[src/sv/sha256s_pkg.sv]
// shared types, constants and functions for the streaming sha-256 hasher
// depends on nothing
package sha256s_pkg;

    localparam logic [31:0] H_INIT [0:7] = '{
        32'h6a09e667, 32'hbb67ae85, 32'h3c6ef372, 32'ha54ff53a,
        32'h510e527f, 32'h9b05688c, 32'h1f83d9ab, 32'h5be0cd19
    };

    localparam logic [31:0] ROUND_K [0:63] = '{
        32'h428a2f98, 32'h71374491, 32'hb5c0fbcf, 32'he9b5dba5,
        32'h3956c25b, 32'h59f111f1, 32'h923f82a4, 32'hab1c5ed5,
        32'hd807aa98, 32'h12835b01, 32'h243185be, 32'h550c7dc3,
        32'h72be5d74, 32'h80deb1fe, 32'h9bdc06a7, 32'hc19bf174,
        32'he49b69c1, 32'hefbe4786, 32'h0fc19dc6, 32'h240ca1cc,
        32'h2de92c6f, 32'h4a7484aa, 32'h5cb0a9dc, 32'h76f988da,
        32'h983e5152, 32'ha831c66d, 32'hb00327c8, 32'hbf597fc7,
        32'hc6e00bf3, 32'hd5a79147, 32'h06ca6351, 32'h14292967,
        32'h27b70a85, 32'h2e1b2138, 32'h4d2c6dfc, 32'h53380d13,
        32'h650a7354, 32'h766a0abb, 32'h81c2c92e, 32'h92722c85,
        32'ha2bfe8a1, 32'ha81a664b, 32'hc24b8b70, 32'hc76c51a3,
        32'hd192e819, 32'hd6990624, 32'hf40e3585, 32'h106aa070,
        32'h19a4c116, 32'h1e376c08, 32'h2748774c, 32'h34b0bcb5,
        32'h391c0cb3, 32'h4ed8aa4a, 32'h5b9cca4f, 32'h682e6ff3,
        32'h748f82ee, 32'h78a5636f, 32'h84c87814, 32'h8cc70208,
        32'h90befffa, 32'ha4506ceb, 32'hbef9a3f7, 32'hc67178f2
    };

    localparam int LEN_POS = 56;

    // one full block handed from the packer to the compressor
    typedef struct packed {
        logic [511:0] words;   // word 0 in the top bits
        logic         final_blk;
    } blk_t;

    function automatic logic [31:0] rotr(input logic [31:0] x, input int n);
        rotr = (x >> n) | (x << (32 - n));
    endfunction

endpackage

[src/sv/sha256s_queue.sv]
// two-entry block queue between packer and compressor
// depends on sha256s_pkg
module sha256s_queue (
    input  logic               clk,
    input  logic               rst_n,
    input  logic               in_valid,
    output logic               in_ready,
    input  sha256s_pkg::blk_t  in_blk,
    output logic               out_valid,
    input  logic               out_ready,
    output sha256s_pkg::blk_t  out_blk
);

    sha256s_pkg::blk_t mem_reg [0:1];
    logic       wp_reg, rp_reg;
    logic [1:0] cnt_reg;
    logic       push, pop;

    assign in_ready  = cnt_reg != 2'd2;
    assign out_valid = cnt_reg != 2'd0;
    assign out_blk   = mem_reg[rp_reg];
    assign push      = in_valid && in_ready;
    assign pop       = out_valid && out_ready;

    always_ff @(posedge clk or negedge rst_n)
    begin
        if (!rst_n)
        begin
            wp_reg  <= 1'b0;
            rp_reg  <= 1'b0;
            cnt_reg <= 2'd0;
        end
        else
        begin
            if (push)
                wp_reg <= ~wp_reg;
            if (pop)
                rp_reg <= ~rp_reg;
            cnt_reg <= 2'(cnt_reg + {1'b0, push} - {1'b0, pop});
        end
    end

    always_ff @(posedge clk)
    begin
        if (push)
            mem_reg[wp_reg] <= in_blk;
    end

endmodule

[config.mk]
export PLATFORM = sky130hd
export DESIGN_NAME = sha256s_queue
export DESIGN_NICKNAME = d
export VERILOG_FILES = /design/src/sv/sha256s_pkg.sv /design/src/sv/sha256s_queue.sv
export SDC_FILE = /design/constraint.sdc
export NUM_CORES = 1
export LEC_CHECK = 0
export BUFFER_PORTS_ARGS = -buffer_cell sky130_fd_sc_hd__buf_2
export CELL_PAD_IN_SITES_DETAIL_PLACEMENT = 2
export CELL_PAD_IN_SITES_GLOBAL_PLACEMENT = 2
export CORE_AREA = 4 4 401 403
export DETAILED_ROUTE_END_ITERATION = 7
export DIE_AREA = 0 0 405 407
export PLACE_DENSITY = 0.61
export SLEW_MARGIN = 20
export SYNTH_ARGS = -nofsm -noshare
export SYNTH_HDL_FRONTEND = slang
export SYNTH_SLANG_ARGS = --single-unit
[constraint.sdc]
create_clock -name clk -period 68.2 [get_ports clk]
set_clock_uncertainty 0.05 [all_clocks]
set_input_delay 10.23 -clock clk [delete_from_list [all_inputs] [get_ports clk]]
set_output_delay 10.23 -clock clk [all_outputs]
set_load 0.005 [all_outputs]
Word-level counts from Yosys, hierarchy flattened --
Memories as Yosys holds them, arrays and structs flattened. Index checks and enable logic that the tools add are counted.
Storage, ports and cells: bits in latches 0, memories 1, logic and storage cells 14, ROM bits 0, bits in registers 4, memory bits (writable) 1026
Memories:
- mem_reg | words 2, width 513, rd ports 1, clocked after Yosys merged registers in 0, write ports 1, line sha256s_queue.sv:14 | sha256s_pkg::blk_t mem_reg [0:1];
Operators by class: reduce and logical (&&, ||, !) cells 3, order comparisons 0, equality and inequality tests 1, div/mod/pow operators 0, muxes and demuxes 2, bitwise logic cells 2, add/subtract/negate cells 2, $mul 0, shift-type cells 0
Operators by type and width (count):
- 2-bit by 1-bit adder with 2-bit output | 1
- 1-bit logical AND | 2
- 1-bit two-way mux | 2
- 2-bit != test, second input constant | 1
- 1-bit inverter | 2
- 2-bit nonzero test | 1
- 2-bit by 1-bit subtractor with 2-bit output | 1

Depth between registers and ports, before layout --
word-level depth 4, gate-level depth with buffers 7

Worst setup path after synthesis --
OpenSTA, ideal clock, no wires.
path type input port to flip-flop, from input in_valid, to memory mem_reg[0][0] (netlist bit), enable pin, stages 2, arrival time 31.539 ns, setup time 1.401 ns, path buffers 0, path slack 35.210 ns, cells stage by stage nand2_1 nor2_1
On the way: cells in the longest elaborated chain, start to end 3
Ends and longest elaborated chain:
- start, declared | line sha256s_queue.sv:6 | input logic in_valid,
- 1-bit logical AND | line sha256s_queue.sv:22 | assign push = in_valid && in_ready;
- 1-bit two-way mux | line sha256s_queue.sv:45 | if (push)
- 1-bit two-way mux (implied by the code) | line sha256s_queue.sv:46 | mem_reg[wp_reg] <= in_blk;
- end, declared | line sha256s_queue.sv:14
No other way between the ends.

==> metrics.md <==
| Metric | Value |
|---|---|
| Max_cap viols | 0 |
| Sum Neg Setup Slack | 0 ps |
| Initial DRC Count | 1045 |
| Synth Area per Inst | 24.3 um2 |
| CTS Buf Count | 114 |
| Final setup vio count | 0 |
| Cts repair resizes | 0 |
| Pre-antenna DRT Iters | 4 |
| Placed insts | 4683 |
| Syn Inst Count | 1613 |
| Met3 WL | 11500 um |
| Die ar. | 165000 um2 |
| Row cnt | 146 |
| Cell variety after synth | 17 |
| Final worst path period share | 22.3% |
| Die Y | 407 um |
| Max reg flops | 1026 |
| WL final | 122000 um |
| Clock Path Buffers | 3 |
| Period minus WS final | 15190 ps |
| CORE AREA | 157000 um2 |
| Grt total ovfl | 0 |
| Port buffer count | 1031 |
| Fmax | 65.8 MHz |
| Hold Startpoint | cnt_reg[0] |
| Status | finished clean |
| DRC Markers | 0 |
| Hold crit path type | reg -> reg |
| IO Pins | 1032 |
| Power per cell area | 43.8 nW/um2 |
| Critical Path End Type | primary output |
| Layout cells sized above 1 | 61.1% |
| CTS tree | yes |
| Setup CP Type | reg -> out |
| #FFs+latches synth | 1030 |
| Global-route wire length before repair | 163000 um |
| Netlist Area Pre-Place | 39200 um2 |
| Nets | 3246 |
| Vias in the first global route | 21524 |
| RSZ-0062 raised after global routing | false |
| Worst EP arrival | 4910 ps |
| Worst Path Max Fanout | 53 |
| Metal-1 WL | 43300 um |
| WP data required | 57920 ps |
| Remaining antenna violation count | 0 |
| Met2 wire len | 63200 um |
| Max-slew violation count | 0 |
| Clock Sink Count | 1030 |
| Post-CTS Hold Fix Bufs | 0 |
| Die X | 405 um |
| Htree depth | 3 |
| Synth Net Count | 2132 |
| Slew margin rel. | 28.2% |
| Fin cells | 4922 |
| Initial antenna violation count | 82 |
| GPL Wtd Cong | 0.787 |
| Layout area overhead | 27.9% |
| Worst Setup SP | rp_reg |
| Initial core utilization | 24.9% |
| Highest metal used | met5 |
| Syn. warnings | 0 |
| DP HPWL | 91600 um |
| Final instance area | 50200 um2 |
| Startpoint types | flip-flop |
| Vias | 19942 |
| Dpl cell area | 46500 um2 |
| R2r startpoint | cnt_reg[1] |
| Gr usage total | 14.0% |
| Clock transition at path regs | 60 ps |
| Setup Fix Bufs, Post-CTS | 0 |
| Final hold vios | 0 |
| Largest net degree at the start of global routing | 150 |
| Worst skew pair latency | 680 ps |
| Worst slew pin tran | 1080 ps |
| Sequential share of the synthesized area | 78.8% |
| Vias/cell | 4.05 |
| Fin util | 31.9% |
| Leakage | 19.5 nW |
| Clock root buffer | clkbuf_16 |
| Wire per inst | 24.8 um |
| Worst IR Drop VDD | 30.0 uV |
cell families (layout without fill, tap and decap cells):
kind of cell	after synthesis	after routing	synth area share, %
buf+inv	58	1260	1.85
simple gates	6	6	0.0829
mux	513	513	19.1
fa+ha+maj	2	2	0.0638
other cells	0	35	0
xor+xnor	4	4	0.0893
flops	1030	1030	78.8
worst paths after layout:
kind	to	slack, ps	depth (start not counted)
setup reg to reg	mem_reg[0][327]	63680	7
max in group asynchronous	rp_reg	58620	1
min in group asynchronous	rp_reg	9310	1
setup / recovery	out_blk[294]	53010	5
hold / removal	cnt_reg[0]	480	1
hold reg to reg	cnt_reg[0]	480	1
metrics by stage:
stage,setup slack [ps],hold slack (ps),total power [mW]
2_1_floorplan,35210,411,1.45
3_3_place_gp,53540,463,1.62
3_5_place_dp,53580,471,1.64
4_1_cts,52770,486,2.24
5_1_grt,52710,509,2.30
6_report,53010,481,2.20
report_power, final:
part           internal (mW)  leakage (nW)  switching [mW]  total, mW
Clock                  0.346          1.75           0.251      0.597
Combinational          0.333          8.21           0.355      0.689
Sequential             0.868          9.57          0.0456      0.913
critical path, stage by stage, from the launching register on:
cell     delay, ps
dfrtp_4       1010
buf_4          940
buf_4          760
buf_4          800
mux2_4         350
buf_2          130
layout by cell type, fill, tap and decap left out, types with 2 or more instances in the layout:
cell        count
clkinv_16       2
inv_6           2
clkinvlp_4      3
clkinv_8        2
clkbuf_1       22
dfrtp_1         3
clkbuf_16     115
buf_12          2
edfxtp_1     1026
clkinv_1       33
ha_1            2
bufinv_16      10
buf_2        1031
mux2_2         53
buf_4          21
mux2_4        460
xnor2_1         3
clkinv_2       11
clkinv_4        3
diode_2        35
Yosys cell counts:
library cell | instances | area (um2)
nand2b_1 | 1 | 6.26
xnor2_1 | 3 | 26.3
buf_6 | 22 | 248
inv_1 | 1 | 3.75
buf_2 | 5 | 25.0
edfxtp_1 | 1026 | 30800
dfrtp_1 | 4 | 100
and2_1 | 1 | 6.26
mux2_2 | 53 | 597
nor2_1 | 1 | 3.75
or2_2 | 1 | 6.26
and3_1 | 1 | 6.26
nand2_1 | 1 | 3.75
xor2_1 | 1 | 8.76
buf_8 | 30 | 450
mux2_4 | 460 | 6910
ha_1 | 2 | 25.0
layer usage:
layer  vias to the layer above  track usage (%)
met1                     10150             14.8
li1                       8758                -
met3                       241             6.40
met4                        68             4.53
met5                         -                0
met2                       725             24.7
final cells by class:
class / instances / area (um2)
Fill cell: 16000 / 107000
Sequential cell: 1030 / 30900
Multi-Input combinational cell: 525 / 7610
Timing Repair Buffer: 1055 / 5370
Clock buffer: 137 / 2960
Tap cell: 2072 / 2590
Clock inverter: 67 / 658
Antenna cell: 35 / 87.6
Inverter: 1 / 3.75
Power figures use the tool's default switching activity.
