===== src/sv/sha256s_pkg.sv =====
// shared types, constants and functions for the streaming sha-256 hasher
// depends on nothing
package sha256s_pkg;

    localparam logic [31:0] H_INIT [0:7] = '{
        32'h6a09e667, 32'hbb67ae85, 32'h3c6ef372, 32'ha54ff53a,
        32'h510e527f, 32'h9b05688c, 32'h1f83d9ab, 32'h5be0cd19
    };

    localparam logic [31:0] ROUND_K [0:63] = '{
        32'h428a2f98, 32'h71374491, 32'hb5c0fbcf, 32'he9b5dba5,
        32'h3956c25b, 32'h59f111f1, 32'h923f82a4, 32'hab1c5ed5,
        32'hd807aa98, 32'h12835b01, 32'h243185be, 32'h550c7dc3,
        32'h72be5d74, 32'h80deb1fe, 32'h9bdc06a7, 32'hc19bf174,
        32'he49b69c1, 32'hefbe4786, 32'h0fc19dc6, 32'h240ca1cc,
        32'h2de92c6f, 32'h4a7484aa, 32'h5cb0a9dc, 32'h76f988da,
        32'h983e5152, 32'ha831c66d, 32'hb00327c8, 32'hbf597fc7,
        32'hc6e00bf3, 32'hd5a79147, 32'h06ca6351, 32'h14292967,
        32'h27b70a85, 32'h2e1b2138, 32'h4d2c6dfc, 32'h53380d13,
        32'h650a7354, 32'h766a0abb, 32'h81c2c92e, 32'h92722c85,
        32'ha2bfe8a1, 32'ha81a664b, 32'hc24b8b70, 32'hc76c51a3,
        32'hd192e819, 32'hd6990624, 32'hf40e3585, 32'h106aa070,
        32'h19a4c116, 32'h1e376c08, 32'h2748774c, 32'h34b0bcb5,
        32'h391c0cb3, 32'h4ed8aa4a, 32'h5b9cca4f, 32'h682e6ff3,
        32'h748f82ee, 32'h78a5636f, 32'h84c87814, 32'h8cc70208,
        32'h90befffa, 32'ha4506ceb, 32'hbef9a3f7, 32'hc67178f2
    };

    localparam int LEN_POS = 56;

    // one full block handed from the packer to the compressor
    typedef struct packed {
        logic [511:0] words;   // word 0 in the top bits
        logic         final_blk;
    } blk_t;

    function automatic logic [31:0] rotr(input logic [31:0] x, input int n);
        rotr = (x >> n) | (x << (32 - n));
    endfunction

endpackage


===== src/sv/sha256s_core.sv =====
// compression engine: one round per cycle, rolling schedule window,
// digest words streamed out through an output register; depends on sha256s_pkg
module sha256s_core (
    input  logic               clk,
    input  logic               rst_n,
    input  logic               blk_valid,
    output logic               blk_ready,
    input  sha256s_pkg::blk_t  blk,
    output logic               out_valid,
    input  logic               out_ready,
    output logic [31:0]        digest_word,
    output logic               last_word
);

    localparam logic [1:0] S_IDLE  = 2'd0;
    localparam logic [1:0] S_ROUND = 2'd1;
    localparam logic [1:0] S_ADD   = 2'd2;
    localparam logic [1:0] S_EMIT  = 2'd3;

    logic [1:0]  state_reg;
    logic [5:0]  rnd_reg;
    logic [2:0]  wi_reg;
    logic        fin_reg;
    logic [31:0] h_reg [0:7];
    logic [31:0] v_reg [0:7];
    logic [31:0] w_reg [0:15];
    logic        ov_reg;
    logic [31:0] dw_reg;
    logic        lw_reg;

    logic [31:0] wr, s0, s1, t1, t2, ss0, ss1, ch, maj;

    assign blk_ready   = state_reg == S_IDLE;
    assign out_valid   = ov_reg;
    assign digest_word = dw_reg;
    assign last_word   = lw_reg;

    // window shifts each round so w_reg[0] is always the current word
    always_comb
    begin
        s0 = sha256s_pkg::rotr(w_reg[1], 7) ^ sha256s_pkg::rotr(w_reg[1], 18)
            ^ (w_reg[1] >> 3);
        s1 = sha256s_pkg::rotr(w_reg[14], 17) ^ sha256s_pkg::rotr(w_reg[14], 19)
            ^ (w_reg[14] >> 10);
        wr  = w_reg[0];
        ss1 = sha256s_pkg::rotr(v_reg[4], 6) ^ sha256s_pkg::rotr(v_reg[4], 11)
            ^ sha256s_pkg::rotr(v_reg[4], 25);
        ch  = (v_reg[4] & v_reg[5]) ^ (~v_reg[4] & v_reg[6]);
        ss0 = sha256s_pkg::rotr(v_reg[0], 2) ^ sha256s_pkg::rotr(v_reg[0], 13)
            ^ sha256s_pkg::rotr(v_reg[0], 22);
        maj = (v_reg[0] & v_reg[1]) ^ (v_reg[0] & v_reg[2]) ^ (v_reg[1] & v_reg[2]);
        t1  = v_reg[7] + ss1 + ch + sha256s_pkg::ROUND_K[rnd_reg] + wr;
        t2  = ss0 + maj;
    end

    always_ff @(posedge clk or negedge rst_n)
    begin
        if (!rst_n)
        begin
            state_reg <= S_IDLE;
            rnd_reg   <= 6'd0;
            wi_reg    <= 3'd0;
            fin_reg   <= 1'b0;
            ov_reg    <= 1'b0;
            for (int i = 0; i < 8; i++)
                h_reg[i] <= sha256s_pkg::H_INIT[i];
        end
        else
        begin
            if (ov_reg && out_ready)
                ov_reg <= 1'b0;
            case (state_reg)
                S_IDLE:
                    if (blk_valid)
                    begin
                        fin_reg   <= blk.final_blk;
                        rnd_reg   <= 6'd0;
                        state_reg <= S_ROUND;
                    end
                S_ROUND:
                begin
                    rnd_reg <= rnd_reg + 6'd1;
                    if (rnd_reg == 6'd63)
                        state_reg <= S_ADD;
                end
                S_ADD:
                begin
                    for (int i = 0; i < 8; i++)
                        h_reg[i] <= h_reg[i] + v_reg[i];
                    wi_reg    <= 3'd0;
                    state_reg <= fin_reg ? S_EMIT : S_IDLE;
                end
                S_EMIT:
                    if (!ov_reg || out_ready)
                    begin
                        ov_reg <= 1'b1;
                        wi_reg <= wi_reg + 3'd1;
                        if (wi_reg == 3'd7)
                        begin
                            for (int i = 0; i < 8; i++)
                                h_reg[i] <= sha256s_pkg::H_INIT[i];
                            state_reg <= S_IDLE;
                        end
                    end
                default: state_reg <= S_IDLE;
            endcase
        end
    end

    always_ff @(posedge clk)
    begin
        if (state_reg == S_IDLE && blk_valid)
        begin
            for (int i = 0; i < 16; i++)
                w_reg[i] <= blk.words[511 - 32 * i -: 32];
            for (int i = 0; i < 8; i++)
                v_reg[i] <= h_reg[i];
        end
        else if (state_reg == S_ROUND)
        begin
            for (int i = 0; i < 15; i++)
                w_reg[i] <= w_reg[i + 1];
            w_reg[15] <= s1 + w_reg[9] + s0 + w_reg[0];
            v_reg[7] <= v_reg[6];
            v_reg[6] <= v_reg[5];
            v_reg[5] <= v_reg[4];
            v_reg[4] <= v_reg[3] + t1;
            v_reg[3] <= v_reg[2];
            v_reg[2] <= v_reg[1];
            v_reg[1] <= v_reg[0];
            v_reg[0] <= t1 + t2;
        end
        if (state_reg == S_EMIT && (!ov_reg || out_ready))
        begin
            dw_reg <= h_reg[wi_reg];
            lw_reg <= wi_reg == 3'd7;
        end
    end

endmodule


===== config.mk =====
export PLATFORM = sky130hd
export DESIGN_NAME = sha256s_core
export DESIGN_NICKNAME = d
export VERILOG_FILES = /design/src/sv/sha256s_pkg.sv /design/src/sv/sha256s_core.sv
export SDC_FILE = /design/constraint.sdc
export NUM_CORES = 2
export LEC_CHECK = 0
export BUFFER_PORTS_ARGS = -buffer_cell sky130_fd_sc_hd__buf_2
export CAP_MARGIN = 30
export CORE_ASPECT_RATIO = 1.25
export CORE_MARGIN = 5
export CORE_UTILIZATION = 52
export DETAILED_ROUTE_END_ITERATION = 8
export PLACE_DENSITY_LB_ADDON = 0.1
export REMOVE_ABC_BUFFERS = 1
export SLEW_MARGIN = 20
export SYNTH_ARGS = -nofsm -noshare
export SYNTH_HDL_FRONTEND = slang
export SYNTH_SLANG_ARGS = --single-unit

===== constraint.sdc =====
create_clock -name clk -period 22.3 [get_ports clk]
set_clock_uncertainty 0.05 [all_clocks]
set_input_delay 2.23 -clock clk [delete_from_list [all_inputs] [get_ports clk]]
set_output_delay 2.23 -clock clk [all_outputs]
set_load 0.1 [all_outputs]

## Word-level counts from Yosys, hierarchy flattened

Memories as Yosys holds them, arrays and structs flattened.
Cells that the tools add are included.
W data, S select, Z words.

- Logic and storage cells: 165
- Memories: 3
- Bits of input ports: 517
- Output and inout port bits: 35
- ROM bits: 2048
- Bits in registers: 302
- Bits in writable memories: 768

Memories:

| name | words | width | rd ports | clocked after memory_dff | write ports | line | RTL |
|---|---|---|---|---|---|---|---|
| (name not given) | 64 | 32 | 1 | 0 | 0 | sha256s_core.sv:52 | `t1 = v_reg[7] + ss1 + ch + sha256s_pkg::ROUND_K[rnd_reg] + wr;` |
| w_reg | 16 | 32 | 16 | 0 | 16 | sha256s_core.sv:26 | `logic [31:0] w_reg [0:15];` |
| v_reg | 8 | 32 | 8 | 0 | 8 | sha256s_core.sv:25 | `logic [31:0] v_reg [0:7];` |

- Eq/ne operators: 9
- Add/sub/neg operators: 20
- Multiplexer cells: 50
- Order comparisons: 2
- Bitwise logic cells: 53
- Reduce and logical (&&, ||, !) cells: 13

Operators by type and width:

| kind | count |
|---|---|
| $mux W32 | 28 |
| $add A32 B32 Y32 | 18 |
| $mux W256 | 2 |
| $pmux W256 S2 | 1 |
| $xor A32 B32 Y32 | 9 |
| $and A32 B32 Y32 | 5 |
| $bmux W32 S3 | 1 |
| $not A32 Y32 | 1 |
| $or A10 B32 Y32 | 1 |
| $or A13 B32 Y32 | 1 |
| $or A14 B32 Y32 | 1 |
| $or A15 B32 Y32 | 1 |
| $or A19 B32 Y32 | 1 |
| $or A21 B32 Y32 | 1 |
| $or A25 B32 Y32 | 1 |
| $or A26 B32 Y32 | 1 |
| $or A30 B32 Y32 | 1 |
| $or A7 B32 Y32 | 1 |
| $xor A32 B22 Y32 | 1 |
| $xor A32 B29 Y32 | 1 |
| $or A1 B1 Y1 | 24 |
| $pmux W6 S2 | 1 |
| $mux W2 | 5 |
| $mux W1 | 8 |
| 23 further kinds | 32 |

## Longest topological paths before layout

An unclocked memory read counts as a cell.

- Depth in word-level cells: 10
- Gate-level depth with buffers: 41

## Worst setup path after synthesis

Ideal clock, no wire load.

- Path kind: input to register
- Start: in blk_valid
- End: mem v_reg[0][0], enable pin
- Path slack: 3513 ps
- Data arrival time: 17627 ps
- Library setup time: 1110 ps
- Stages on the path: 5
- Path through: and2_1 clkbuf_1 clkbuf_1 nor2_1 inv_1

RTL lines:

| what | line | RTL |
|---|---|---|
| start, declared | sha256s_core.sv:6 | `input logic blk_valid,` |
| end, declared | sha256s_core.sv:25 |  |

==> flow_metrics.tcl <==
set metrics [dict create \
    synth_cells 7961 \
    syn2layout_area_growth_pct 11.5 \
    drc 0 \
    grt_pass1_vias 61306 \
    cts_hold_buf 0 \
    yosys_warnings 0 \
    status "complete, no violations" \
    core_area_sq_um 139000 \
    stdcell_area_sq_um 81400 \
    worstPathMaxFanout 19 \
    worstSetupStartpointType "flip-flop" \
    slowest_delay_ns 0.81 \
    synthDistinctLibCells 87 \
    slowest_stage "dfrtp_1" \
    overflow 0 \
    place_hpwl_microns 200000 \
    maxSlewViolCount 0 \
    cp.required_ns 22.76 \
    wl_per_cell_microns 25.6 \
    rsz0062_at_grt "no" \
    path_class "reg2reg" \
    path_clk_slew_ns 0.07 \
    stdcell_count 10323 \
    drt_pre_antenna_iters 6 \
    largest_reg_flops 512 \
    post_cts_resize_count 0 \
    dp_slack_ns 11.19 \
    setup_ws_ns 11.12 \
    gp_congestion 0.960 \
    syn_area_per_cell_sq_um 9.17 \
    initial_utilization_pct 52.4 \
    dieHeight_microns 429 \
    grt_pass1_wl_microns 388000 \
    drive_gt1_share_pct 13.0 \
    min_period_ns 11.18 \
    clock-sinks 1070 \
    synth_ff_type "edfxtp_1" \
    finalHoldViolCount 0 \
    antenna_found_initial 49 \
    fin_nets 9443 \
    worstMarginPinSlew_ns 1.14 \
    hold_path.class "reg2reg" \
    clk_latency_ns 0.77 \
    cts_root_buf "clkbuf_16" \
    rows 153 \
    synth-seq-cells 1070 \
    syn_area_sq_um 73000 \
    wl_microns 264000 \
    synth-edff-count 801 \
    track_usage_pct 34.6 \
    cts_tree "done" \
    drt-initial-drc-count 5352 \
    grt_max_degree 204 \
    route.vias.total 61316 \
    finalSetupTns_ns 0 \
    place_area_sq_um 77400 \
    ant_nets 0 \
    vias_per_cell 5.94 \
    slew-limit-headroom_pct 24.2 \
    die_area_sq_um 148000 \
    period_share_pct 50.1 \
    dp_cells 10074 \
    finalSetupViolations 0 \
    die_w_microns 345 \
    cts_made_buffers 115 \
    ys_seq_area_share_pct 42.4 \
    post_cts_buffers 0 \
    boundaryPins 552 \
    maxCapViolCount 0 \
    clock.fmax_mhz 89.4 \
    io_buffers 551 \
    clk_path_buf_depth 3 \
    synthArstFlopShare_pct 25.1 \
    fillers 12518 \
    worst_setup_path_end_kind "flip-flop" \
    cp.arrival_ns 11.64 \
    htree_num_levels 3 \
]
[final cells by class]
cell class	count	area (sq um)	share of cell area [%]
sequential	1070	31000	38.1
timing repair buffer	649	3670	4.51
inverter	326	1230	1.51
clock buffer	152	3150	3.87
multi-input combinational	6174	39400	48.4
antenna	30	75.1	0.0923
clock inverter	62	559	0.687
tap	1860	2330	2.86
[cell families (layout without fill, tap and decap cells)]
kind of cell    count (synthesis)  in the layout  share of synthesized area [%]
buf+inv                       717           1189                           3.69
simple gates                 3297           3297                           18.3
flops                        1070           1070                           42.4
compound gates               1629           1629                           14.0
other cells                     0             30                              0
mux                           118            118                           2.91
fa+ha+maj                     593            593                           12.2
xor+xnor                      537            537                           6.46
[routing by layer]
layer | vias up | track usage (%) | part of all wire [%]
li1 | 28284 | - | -
met1 | 29939 | 39.8 | 36
met2 | 2435 | 61.1 | 50
met3 | 618 | 5.43 | 6.5
met4 | 40 | 20.5 | 7.0
met5 | - | 0 | 0.094
[cell usage after synthesis (40+ instances only)]
master / count / area (sq um)
o21a_1: 59 / 443
clkbuf_1: 357 / 1340
ha_1: 395 / 4940
a21o_1: 195 / 1460
o21ai_0: 419 / 2100
xor2_1: 175 / 1530
edfxtp_1: 801 / 24100
a21oi_1: 463 / 2320
dfrtp_1: 133 / 3330
inv_1: 326 / 1220
and3_1: 42 / 263
nand3_1: 84 / 420
a211oi_1: 59 / 443
mux4_2: 73 / 1640
nor3_1: 73 / 365
dfstp_2: 136 / 3570
fa_1: 195 / 3900
a31oi_1: 52 / 325
o211ai_1: 40 / 300
o21bai_1: 48 / 360
nand2_1: 2489 / 9340
xnor2_1: 361 / 3160
o31ai_1: 46 / 345
nor2_1: 357 / 1340
nand2b_1: 68 / 425
[cell usage in the layout (no fill, tap or decap), drive strengths merged, types with 136 or more instances in the layout]
cell    Yosys  final
a21o      195    195
nand2    2489   2489
clkbuf    358    152
fa        195    195
buf        33    648
xor2      175    175
o21ai     436    436
nor2      357    357
dfstp     136    136
xnor2     361    361
ha        395    395
a21oi     463    463
edfxtp    801    801
inv       326    331
[metrics by stage]
stage | utilization, % | hold WS, ns
3_5_place_dp | 55.6 | 0.422
4_1_cts | 58.2 | 0.437
3_3_place_gp | 55.5 | 0.417
6_report | 58.4 | 0.436
2_1_floorplan | - | 0.396
5_1_grt | 58.4 | 0.461
[critical path: cells and delay by family (launching register included)]
kind                     cells  cell delay [ns]
buffers and inverters        5             0.63
AO/OA/AOI/OAI               15             3.90
adder cells (fa/ha/maj)      8             3.62
AND/OR/NAND/NOR              6             1.55
flip-flops                   1             0.81
XOR/XNOR                     2             0.33
[final timing paths]
check / from / endpoint / slack [ns] / depth (start not counted)
setup / recovery: rnd_reg[1]$_DFFE_PN0P_ / v_reg[0][30]$_DFFE_PP_ / 11.12 / 36
hold / removal: fin_reg$_DFFE_PN0P_ / fin_reg$_DFFE_PN0P_ / 0.44 / 2
setup reg to reg: rnd_reg[1]$_DFFE_PN0P_ / v_reg[0][30]$_DFFE_PP_ / 11.12 / 36
hold reg to reg: fin_reg$_DFFE_PN0P_ / fin_reg$_DFFE_PN0P_ / 0.44 / 2
max in group asynchronous: rst_n / h_reg[191]$_DFFE_PN0P_ / 18.69 / 3
min in group asynchronous: rst_n / h_reg[65]$_DFFE_PN0P_ / 1.40 / 1
Power is not shown: default switching activity piles up to over one toggle a cycle in this logic, so the estimate is an artifact.
