## src/sv/sha256s_pkg.sv

```systemverilog
// shared types, constants and functions for the streaming sha-256 hasher
// depends on nothing
package sha256s_pkg;

    localparam logic [31:0] H_INIT [0:7] = '{
        32'h6a09e667, 32'hbb67ae85, 32'h3c6ef372, 32'ha54ff53a,
        32'h510e527f, 32'h9b05688c, 32'h1f83d9ab, 32'h5be0cd19
    };

    localparam logic [31:0] ROUND_K [0:63] = '{
        32'h428a2f98, 32'h71374491, 32'hb5c0fbcf, 32'he9b5dba5,
        32'h3956c25b, 32'h59f111f1, 32'h923f82a4, 32'hab1c5ed5,
        32'hd807aa98, 32'h12835b01, 32'h243185be, 32'h550c7dc3,
        32'h72be5d74, 32'h80deb1fe, 32'h9bdc06a7, 32'hc19bf174,
        32'he49b69c1, 32'hefbe4786, 32'h0fc19dc6, 32'h240ca1cc,
        32'h2de92c6f, 32'h4a7484aa, 32'h5cb0a9dc, 32'h76f988da,
        32'h983e5152, 32'ha831c66d, 32'hb00327c8, 32'hbf597fc7,
        32'hc6e00bf3, 32'hd5a79147, 32'h06ca6351, 32'h14292967,
        32'h27b70a85, 32'h2e1b2138, 32'h4d2c6dfc, 32'h53380d13,
        32'h650a7354, 32'h766a0abb, 32'h81c2c92e, 32'h92722c85,
        32'ha2bfe8a1, 32'ha81a664b, 32'hc24b8b70, 32'hc76c51a3,
        32'hd192e819, 32'hd6990624, 32'hf40e3585, 32'h106aa070,
        32'h19a4c116, 32'h1e376c08, 32'h2748774c, 32'h34b0bcb5,
        32'h391c0cb3, 32'h4ed8aa4a, 32'h5b9cca4f, 32'h682e6ff3,
        32'h748f82ee, 32'h78a5636f, 32'h84c87814, 32'h8cc70208,
        32'h90befffa, 32'ha4506ceb, 32'hbef9a3f7, 32'hc67178f2
    };

    localparam int LEN_POS = 56;

    // one full block handed from the packer to the compressor
    typedef struct packed {
        logic [511:0] words;   // word 0 in the top bits
        logic         final_blk;
    } blk_t;

    function automatic logic [31:0] rotr(input logic [31:0] x, input int n);
        rotr = (x >> n) | (x << (32 - n));
    endfunction

endpackage

```

## src/sv/sha256s_front.sv

```systemverilog
// byte packer: builds 64-byte blocks, appends padding and length
// depends on sha256s_pkg
module sha256s_front (
    input  logic               clk,
    input  logic               rst_n,
    input  logic               valid,
    output logic               ready,
    input  logic               kind,
    input  logic [7:0]         data_byte,
    output logic               blk_valid,
    input  logic               blk_ready,
    output sha256s_pkg::blk_t  blk
);

    localparam logic [1:0] S_FILL  = 2'd0;
    localparam logic [1:0] S_SEND  = 2'd1;
    localparam logic [1:0] S_LEN   = 2'd2;

    logic [1:0]   state_reg, state_next;
    logic [511:0] buf_reg, buf_next;
    logic [5:0]   pos_reg, pos_next;
    logic [63:0]  len_reg, len_next;
    logic         fin_reg, fin_next;
    logic         pend_reg, pend_next;   // a full block waits for the queue
    logic         take;
    logic [8:0]   bit_ofs;

    assign ready     = (state_reg == S_FILL) && !pend_reg;
    assign take      = valid && ready;
    assign blk_valid = pend_reg;
    assign blk.words = buf_reg;
    assign blk.final_blk = fin_reg;
    assign bit_ofs   = 9'(9'd504 - {pos_reg, 3'b000});

    always_comb
    begin
        state_next = state_reg;
        buf_next   = buf_reg;
        pos_next   = pos_reg;
        len_next   = len_reg;
        fin_next   = fin_reg;
        pend_next  = pend_reg;
        if (pend_reg && blk_ready)
        begin
            pend_next = 1'b0;
            case (state_reg)
                S_SEND:
                begin
                    // tail overflowed: second block of zeros plus length
                    buf_next   = {448'd0, len_reg};
                    fin_next   = 1'b1;
                    pend_next  = 1'b1;
                    state_next = S_LEN;
                end
                S_LEN:
                begin
                    state_next = S_FILL;
                    len_next   = 64'd0;
                    fin_next   = 1'b0;
                end
                default: ;
            endcase
        end
        if (take)
        begin
            if (!kind)
            begin
                buf_next[bit_ofs +: 8] = data_byte;
                len_next = len_reg + 64'd8;
                pos_next = pos_reg + 6'd1;
                fin_next = 1'b0;
                if (pos_reg == 6'd63)
                    pend_next = 1'b1;
            end
            else
            begin
                buf_next[bit_ofs +: 8] = 8'h80;
                for (int i = 0; i < 64; i++)
                    if (6'(i) > pos_reg)
                        buf_next[504 - 8 * i +: 8] = 8'h00;
                pos_next  = 6'd0;
                pend_next = 1'b1;
                if (pos_reg >= 6'(sha256s_pkg::LEN_POS))
                begin
                    fin_next   = 1'b0;
                    state_next = S_SEND;
                end
                else
                begin
                    buf_next[63:0] = len_reg;
                    fin_next   = 1'b1;
                    state_next = S_LEN;
                end
            end
        end
    end

    always_ff @(posedge clk or negedge rst_n)
    begin
        if (!rst_n)
        begin
            state_reg <= S_FILL;
            pos_reg   <= 6'd0;
            len_reg   <= 64'd0;
            fin_reg   <= 1'b0;
            pend_reg  <= 1'b0;
        end
        else
        begin
            state_reg <= state_next;
            pos_reg   <= pos_next;
            len_reg   <= len_next;
            fin_reg   <= fin_next;
            pend_reg  <= pend_next;
        end
    end

    always_ff @(posedge clk)
    begin
        buf_reg <= buf_next;
    end

endmodule

```

## config.mk

```make
export PLATFORM = sky130hd
export DESIGN_NAME = sha256s_front
export DESIGN_NICKNAME = d
export VERILOG_FILES = /design/src/sv/sha256s_pkg.sv /design/src/sv/sha256s_front.sv
export SDC_FILE = /design/constraint.sdc
export NUM_CORES = 1
export LEC_CHECK = 0
export BUFFER_PORTS_ARGS = -buffer_cell sky130_fd_sc_hd__buf_2
export CAP_MARGIN = 30
export CORE_ASPECT_RATIO = 1.4
export CORE_UTILIZATION = 40
export CTS_CLUSTER_SIZE = 24
export DETAILED_ROUTE_END_ITERATION = 7
export PLACE_DENSITY_LB_ADDON = 0.08
export SYNTH_ARGS = -nofsm -noshare
export SYNTH_HDL_FRONTEND = slang
export SYNTH_SLANG_ARGS = --single-unit
```

## constraint.sdc

```tcl
create_clock -name clk -period 2.6 [get_ports clk]
set_input_delay 0.26 -clock clk [delete_from_list [all_inputs] [get_ports clk]]
set_output_delay 0.26 -clock clk [all_outputs]
set_load 0.02 [all_outputs]
```

-- Word level (Yosys, flattened, before mapping)
Cells that the tools add are included.
- output and inout port bits: 515
- word-level logic and storage cells: 180
- flip-flop bits (word level): 586
- input port bits: 13
- reduce and logical (&&, ||, !) cells: 8
- equality and inequality tests: 3
- magnitude comparators: 65
- muxes and demuxes: 91
- add/subtract/negate cells: 4
- shift operators: 3
- operator list (kind ; count):
    $mux W512 ; 4
    $bwmux W512 ; 2
    $mux W8 ; 64
    $shift A8 B11 Y512 const A ; 1
    $shiftx A8 B11 Y512 ; 1
    $shiftx A8 B11 Y512 const A ; 1
    $mux W64 ; 5
    $gt A6 B6 Y1 const A ; 32
    $gt A5 B6 Y1 const A ; 16
    $add A64 B4 Y64 const B ; 1
    $gt A4 B6 Y1 const A ; 8
    $gt A3 B6 Y1 const A ; 4
    $gt A1 B6 Y1 const A ; 2
    $gt A2 B6 Y1 const A ; 2
    $neg A9 Y11 ; 1
    $mux W1 ; 9
    $sub A9 B9 Y9 const A ; 1
    $mux W2 ; 4
    $add A6 B1 Y6 const B ; 1
    $eq A6 B6 Y1 const B ; 1
    $ge A6 B6 Y1 const B ; 1
    $mux W6 ; 1
    $pmux W2 S2 ; 1
    $logic_and A1 B1 Y1 ; 3
    8 further kinds ; 8

-- Longest topological paths before layout
- word-level depth: 8
- gate-level depth with buffers: 12
- gate-level depth less buffers: 8

-- Worst setup path before layout
OpenSTA, ideal clock, no wires.
- kind: flip-flop to flip-flop
- from: register pos_reg[0]
- to: register buf_reg[487]
- slack: -0.166 ns
- path buffers: 3
- cell stages (with the launch flop): 11
- arrival: 2.704 ns
- setup time: 0.062 ns
- clock period less this slack: 2.766 ns
- required time: 2.538 ns
- path through: dfrtp_1 > clkbuf_2 > inv_1 > clkbuf_1 > ha_1 > clkinv_1 > o2111ai_1 > buf_2 > nor2_1 > a221oi_1 > a22o_1
- cells in the longest elaborated chain, start to end: 7
- elaborated cells on any way between the ends: 11
- those cells by class: 2 x add/sub; 1 x order compare; 3 x shift; 5 x mux
- RTL lines (item ; RTL line ; text):
    start, declared ; sha256s_front.sv:21 ; logic [5:0] pos_reg, pos_next;
    start signal, assigned ; sha256s_front.sv:111 ; pos_reg <= pos_next;
    $sub A9 B9 Y9 ; sha256s_front.sv:33 ; assign bit_ofs = 9'(9'd504 - {pos_reg, 3'b000});
    $neg A9 Y11 ; sha256s_front.sv:68, sha256s_front.sv:77 ;
    $shiftx A8 B11 Y512 or $shift A8 B11 Y512 (tied branches) ; sha256s_front.sv:77, sha256s_front.sv:68 ;
    $bwmux W512 ; sha256s_front.sv:77 ; buf_next[bit_ofs +: 8] = 8'h80;
    $mux W8 ; sha256s_front.sv:79 ; if (6'(i) > pos_reg)
    $mux W512 (*) ; sha256s_front.sv:66 ; if (!kind)
    $mux W512 (*) ; sha256s_front.sv:64 ; if (take)
    named net buf_next[487] ; sha256s_front.sv:20 ; logic [511:0] buf_reg, buf_next;
    end signal, assigned ; sha256s_front.sv:120 ; buf_reg <= buf_next;
    end, declared ; sha256s_front.sv:20 ;
The timed path passes the listed nets; every way through them passes the cells marked *.
A chain may end at the register's enable or synchronous reset.

-- Worst setup path in the final report
- from: register pos_reg[0]
- to: register buf_reg[180]
The elaborated chain is that of the path after synthesis.

==> impl_summary.txt <==
----------------------------------------------------
[Layout]
  Layout filler cell count ... about 5,400
  Share of the core filled with cells in the final layout ... 0.572
  Share of final-layout standard cells stronger than drive strength 1 ... 0.377
  Area growth syn-to-layout ... 41.0%
  Number of flip-flops in the largest register ... around 500
  Final net count ... 3,461

[Setup path]
  Type of destination of the critical path ... register
  Cells along the critical path ... buf_6 > buf_4 > buf_4 > nor3_1 > buf_4 > nor2_1 > o21ai_0 > a211oi_1 > buf_4 > a22o_1
  R2r worst-path depth ... 10
  Slowest cell delay on critical path ... roughly 460 ps
  Most used cell along the critical path ... sky130_fd_sc_hd__buf_4
  Sort of element at the start of the critical path ... register
  Peak fanout along the critical path ... 16
  Slowest library cell on the worst path ... sky130_fd_sc_hd__o21ai_0
  Category of the most critical setup path ... reg -> reg
  CP Data Arrival Time ... about 3100 ps
  Req. time, crit path ... 3110 ps

[Worst hold path]
  WHS Path Cells ... 4
  Worst hold path class ... in -> reg

[Yosys]
  Synthesized area per cell ... approximately 9.4 sq um
  Count of flip-flops with a built-in enable after synthesis ... 0
  Dominant cells by area after synthesis ... sky130_fd_sc_hd__dfxtp_1, sky130_fd_sc_hd__dfrtp_1, sky130_fd_sc_hd__a22o_1
  Synth warnings ... 0
  Library cell with the largest summed area after synthesis ... sky130_fd_sc_hd__dfxtp_1
  Synth top area share ... 0.430
  Proportion of register bits with asynchronous set or reset after synthesis ... 0.126
  Number of nets in the synthesized netlist ... 2,547
  Prevailing post-synth register cell ... sky130_fd_sc_hd__dfxtp_1
  Count of state elements after synthesis ... between 500 and 600
  Most used standard cell by instance count after synthesis ... sky130_fd_sc_hd__dfxtp_1
  Portion of the post-synthesis area used by sequential elements ... 0.508
  Yosys cell types ... 86
  Summed instance area of the synthesized netlist ... 23,800 sq um
  Synth Instances ... 2,528
  Post-synth top cells ... sky130_fd_sc_hd__dfxtp_1, sky130_fd_sc_hd__nand2_1, sky130_fd_sc_hd__a22o_1, sky130_fd_sc_hd__nor2_1, sky130_fd_sc_hd__nand3_1

[Pwr]
  Part of the power in registers ... 0.331
  Internal portion of total power ... ~0.019 W
  Power share of the combinational group ... 0.399
  Worst IR Drop VDD ... 0.545 mV
  Switching part of the total ... 0.398
  Areal power density over the cells ... roughly 940 nW/um^2
  Clock power frac ... 0.271
  Final Power ... roughly 0.032 W
  Net Sw Power ... about 0.013 W
  Leakage ... 15.3 nW

[STA]
  Final number of setup-violating endpoints ... 0
  Max Transition Viols Final ... 0
  Max_slew headroom ... 0.398
  Ratio of final minimum period to clock period ... 0.989
  Clock skew ... ~30 ps
  Transition time at the pin with the least slew margin ... around 900 ps
  Setup repair after global routing missed its margin ... true
  Final total negative setup slack ... 0 ps
  Post-layout min period ... around 2600 ps
  Final Worst Setup Slack ... 29.7 ps
  Number of hold violations in the final report ... 0
  Fmax achieved ... between 0.3 and 0.4 GHz
  Worst hold slack ... about 180 ps

[Clock network]
  Total number of clock tree sinks ... just under 600
  CTS buffer count ... 57
  Maximum level of the CTS H-tree ... 2
  Clock Path Buffers ... 3
  Clock insertion delay at the later pin of the skew report ... ~630 ps
  Clk Tree Root Cell ... sky130_fd_sc_hd__clkbuf_16
  Clock-pin slew on the worst setup and hold paths ... about 80 ps
  CTS tree ... done

[Global routing]
  Wire length of the first global-routing pass ... 172 mm
  Initial antenna violation count ... 4
  Pin count of the biggest net entering global routing ... 49
  Global router's overall resource usage ... 0.380
  Via count of the first global-routing pass ... about 25,000
  GRT overflow ... 0

[Route]
  Remaining antenna violation count ... 0
  Number of iterations in the first detailed-routing pass ... 5
  Detail-routed via count per cell ... 6.08
  Drt first-iter violations ... 2,456
  Wirelength per Cell ... around 28 um
  Met3 Routed Length ... ~9.7 mm
  Highest routing layer actually used ... met4
  Met2 Routed Length ... between 50 and 60 mm
  Total number of vias ... roughly 26,000
  Total DRC errors in the routed layout ... 0
  Routed length on met1 ... approximately 45 mm
  Wire length after detailed routing ... around 120 mm

[Flow run]
  Max capacitance violation total ... 0

[Die]
  Number of cell rows ... roughly 110
  Die Y ... 291 um
  Starting Density ... 0.406
  Die boundary width ... ~210 um
  Area of the die ... about 61,000 sq um
  CORE AREA ... around 59,000 sq um
  Total I/O pin count ... 528

[Placed design]
  I/O Buffers ... roughly 530
  Routability congestion estimate from global placement ... roughly 1.1
  Worst Setup Slack post-DPL ... -633 ps
  DP Wirelength ... approximately 92 mm

[Status]
  Outcome ... complete, no violations

----------------------------------------------------
[cell usage in the layout, fill, tap and decap left out, types with 12 or more instances in the layout]
cell	n
sky130_fd_sc_hd__a221o_1	24
sky130_fd_sc_hd__dfrtp_1	68
sky130_fd_sc_hd__mux2i_1	40
sky130_fd_sc_hd__o31ai_1	13
sky130_fd_sc_hd__inv_1	22
sky130_fd_sc_hd__nand2b_1	14
sky130_fd_sc_hd__buf_2	528
sky130_fd_sc_hd__nor3_2	26
sky130_fd_sc_hd__a21oi_1	106
sky130_fd_sc_hd__nand3_1	126
sky130_fd_sc_hd__nand4_1	35
sky130_fd_sc_hd__o2bb2ai_1	63
sky130_fd_sc_hd__clkbuf_8	12
sky130_fd_sc_hd__a22o_1	204
sky130_fd_sc_hd__a22oi_1	25
sky130_fd_sc_hd__clkbuf_16	59
sky130_fd_sc_hd__and2_1	36
sky130_fd_sc_hd__dfxtp_1	512
sky130_fd_sc_hd__and4_1	12
sky130_fd_sc_hd__nor2_1	130
sky130_fd_sc_hd__o21a_1	12
sky130_fd_sc_hd__o21ai_0	78
sky130_fd_sc_hd__nor3_1	56
sky130_fd_sc_hd__a32o_1	75
sky130_fd_sc_hd__buf_12	22
sky130_fd_sc_hd__nor2_2	28
sky130_fd_sc_hd__clkbuf_1	13
sky130_fd_sc_hd__o221ai_1	16
sky130_fd_sc_hd__buf_4	463
sky130_fd_sc_hd__and3_1	49
sky130_fd_sc_hd__o211ai_1	14
sky130_fd_sc_hd__nand2_1	300
[worst max-delay path, delay by kind of cell (launching register included)]
kind	cells	cell delay, ps
AO/OA/AOI/OAI	3	880
AND/OR/NAND/NOR	2	240
buffers and inverters	5	860
flip-flops	1	440
[final timing paths]
kind,start,to,slack (ps)
worst max-delay path,pos_reg[0]$_DFFE_PN0P_,buf_reg[180]$_DFF_P_,30
worst min-delay path,valid,pos_reg[2]$_DFFE_PN0P_,180
worst max register to register,pos_reg[0]$_DFFE_PN0P_,buf_reg[180]$_DFF_P_,30
min in group asynchronous,rst_n,len_reg[0]$_DFFE_PN0P_,190
worst min register to register,buf_reg[237]$_DFF_P_,buf_reg[237]$_DFF_P_,440
max in group asynchronous,rst_n,pos_reg[3]$_DFFE_PN0P_,1780
[kinds of logic (layout without fill, tap and decap cells)]
kind of cell               count (synthesis)  after routing  share of synthesized area
AOI/OAI and AO/OA                        771            771                      0.250
adders and majority gates                  6              6                    0.00315
buffers and inverters                    196           1153                     0.0327
and+or+nand+nor                          913            913                      0.183
muxes                                     43             43                     0.0182
DFF                                      586            586                      0.508
xor gates and xnor gates                  13             13                    0.00478
other                                      0              1                          0
[stage by stage]
| step | instances | instance area, sq um |
|---|---|---|
| floorplan | 2528 | 23900 |
| global placement | 4117 | 30700 |
| detailed placement | 4120 | 30700 |
| CTS | 4224 | 33000 |
| global route | 4235 | 33600 |
| finish | 4235 | 33600 |
[final cells by class]
type | count | area (sq um) | area share
antenna | 1 | 2.50 | 0.0000745
clock buffer | 84 | 1690 | 0.0503
clock inverter | 18 | 218 | 0.00648
inverter | 25 | 95.1 | 0.00283
multi-input combinational | 1746 | 11900 | 0.353
sequential | 586 | 12100 | 0.360
tap | 749 | 937 | 0.0279
timing repair buffer | 1026 | 6700 | 0.199
[power by group through the flow]
stage	registers, W	clock network [W]	logic (W)
2_1_floorplan	0.0113	0	0.00429
3_3_place_gp	0.0106	0	0.0115
3_5_place_dp	0.0106	0	0.0115
4_1_cts	0.0104	0.00866	0.0118
5_1_grt	0.0105	0.00903	0.0130
6_report	0.0105	0.00857	0.0126
[layer usage]
metal / vias to the layer above / global-route usage
met1: 12700 / 0.450
met4: 0 / 0.208
met5: - / 0
met3: 358 / 0.0813
met2: 1362 / 0.640
li1: 11300 / -
[repair_timing]
item,in CTS,in global routing
resized for setup,89,122
endpoints found under the setup margin,418,428
cloned,0,0
hold endpoints to repair,42,0
setup buffers,0,10
hold buffers,2,0
pin swaps,5,15
(Power assumes the default switching activity.)
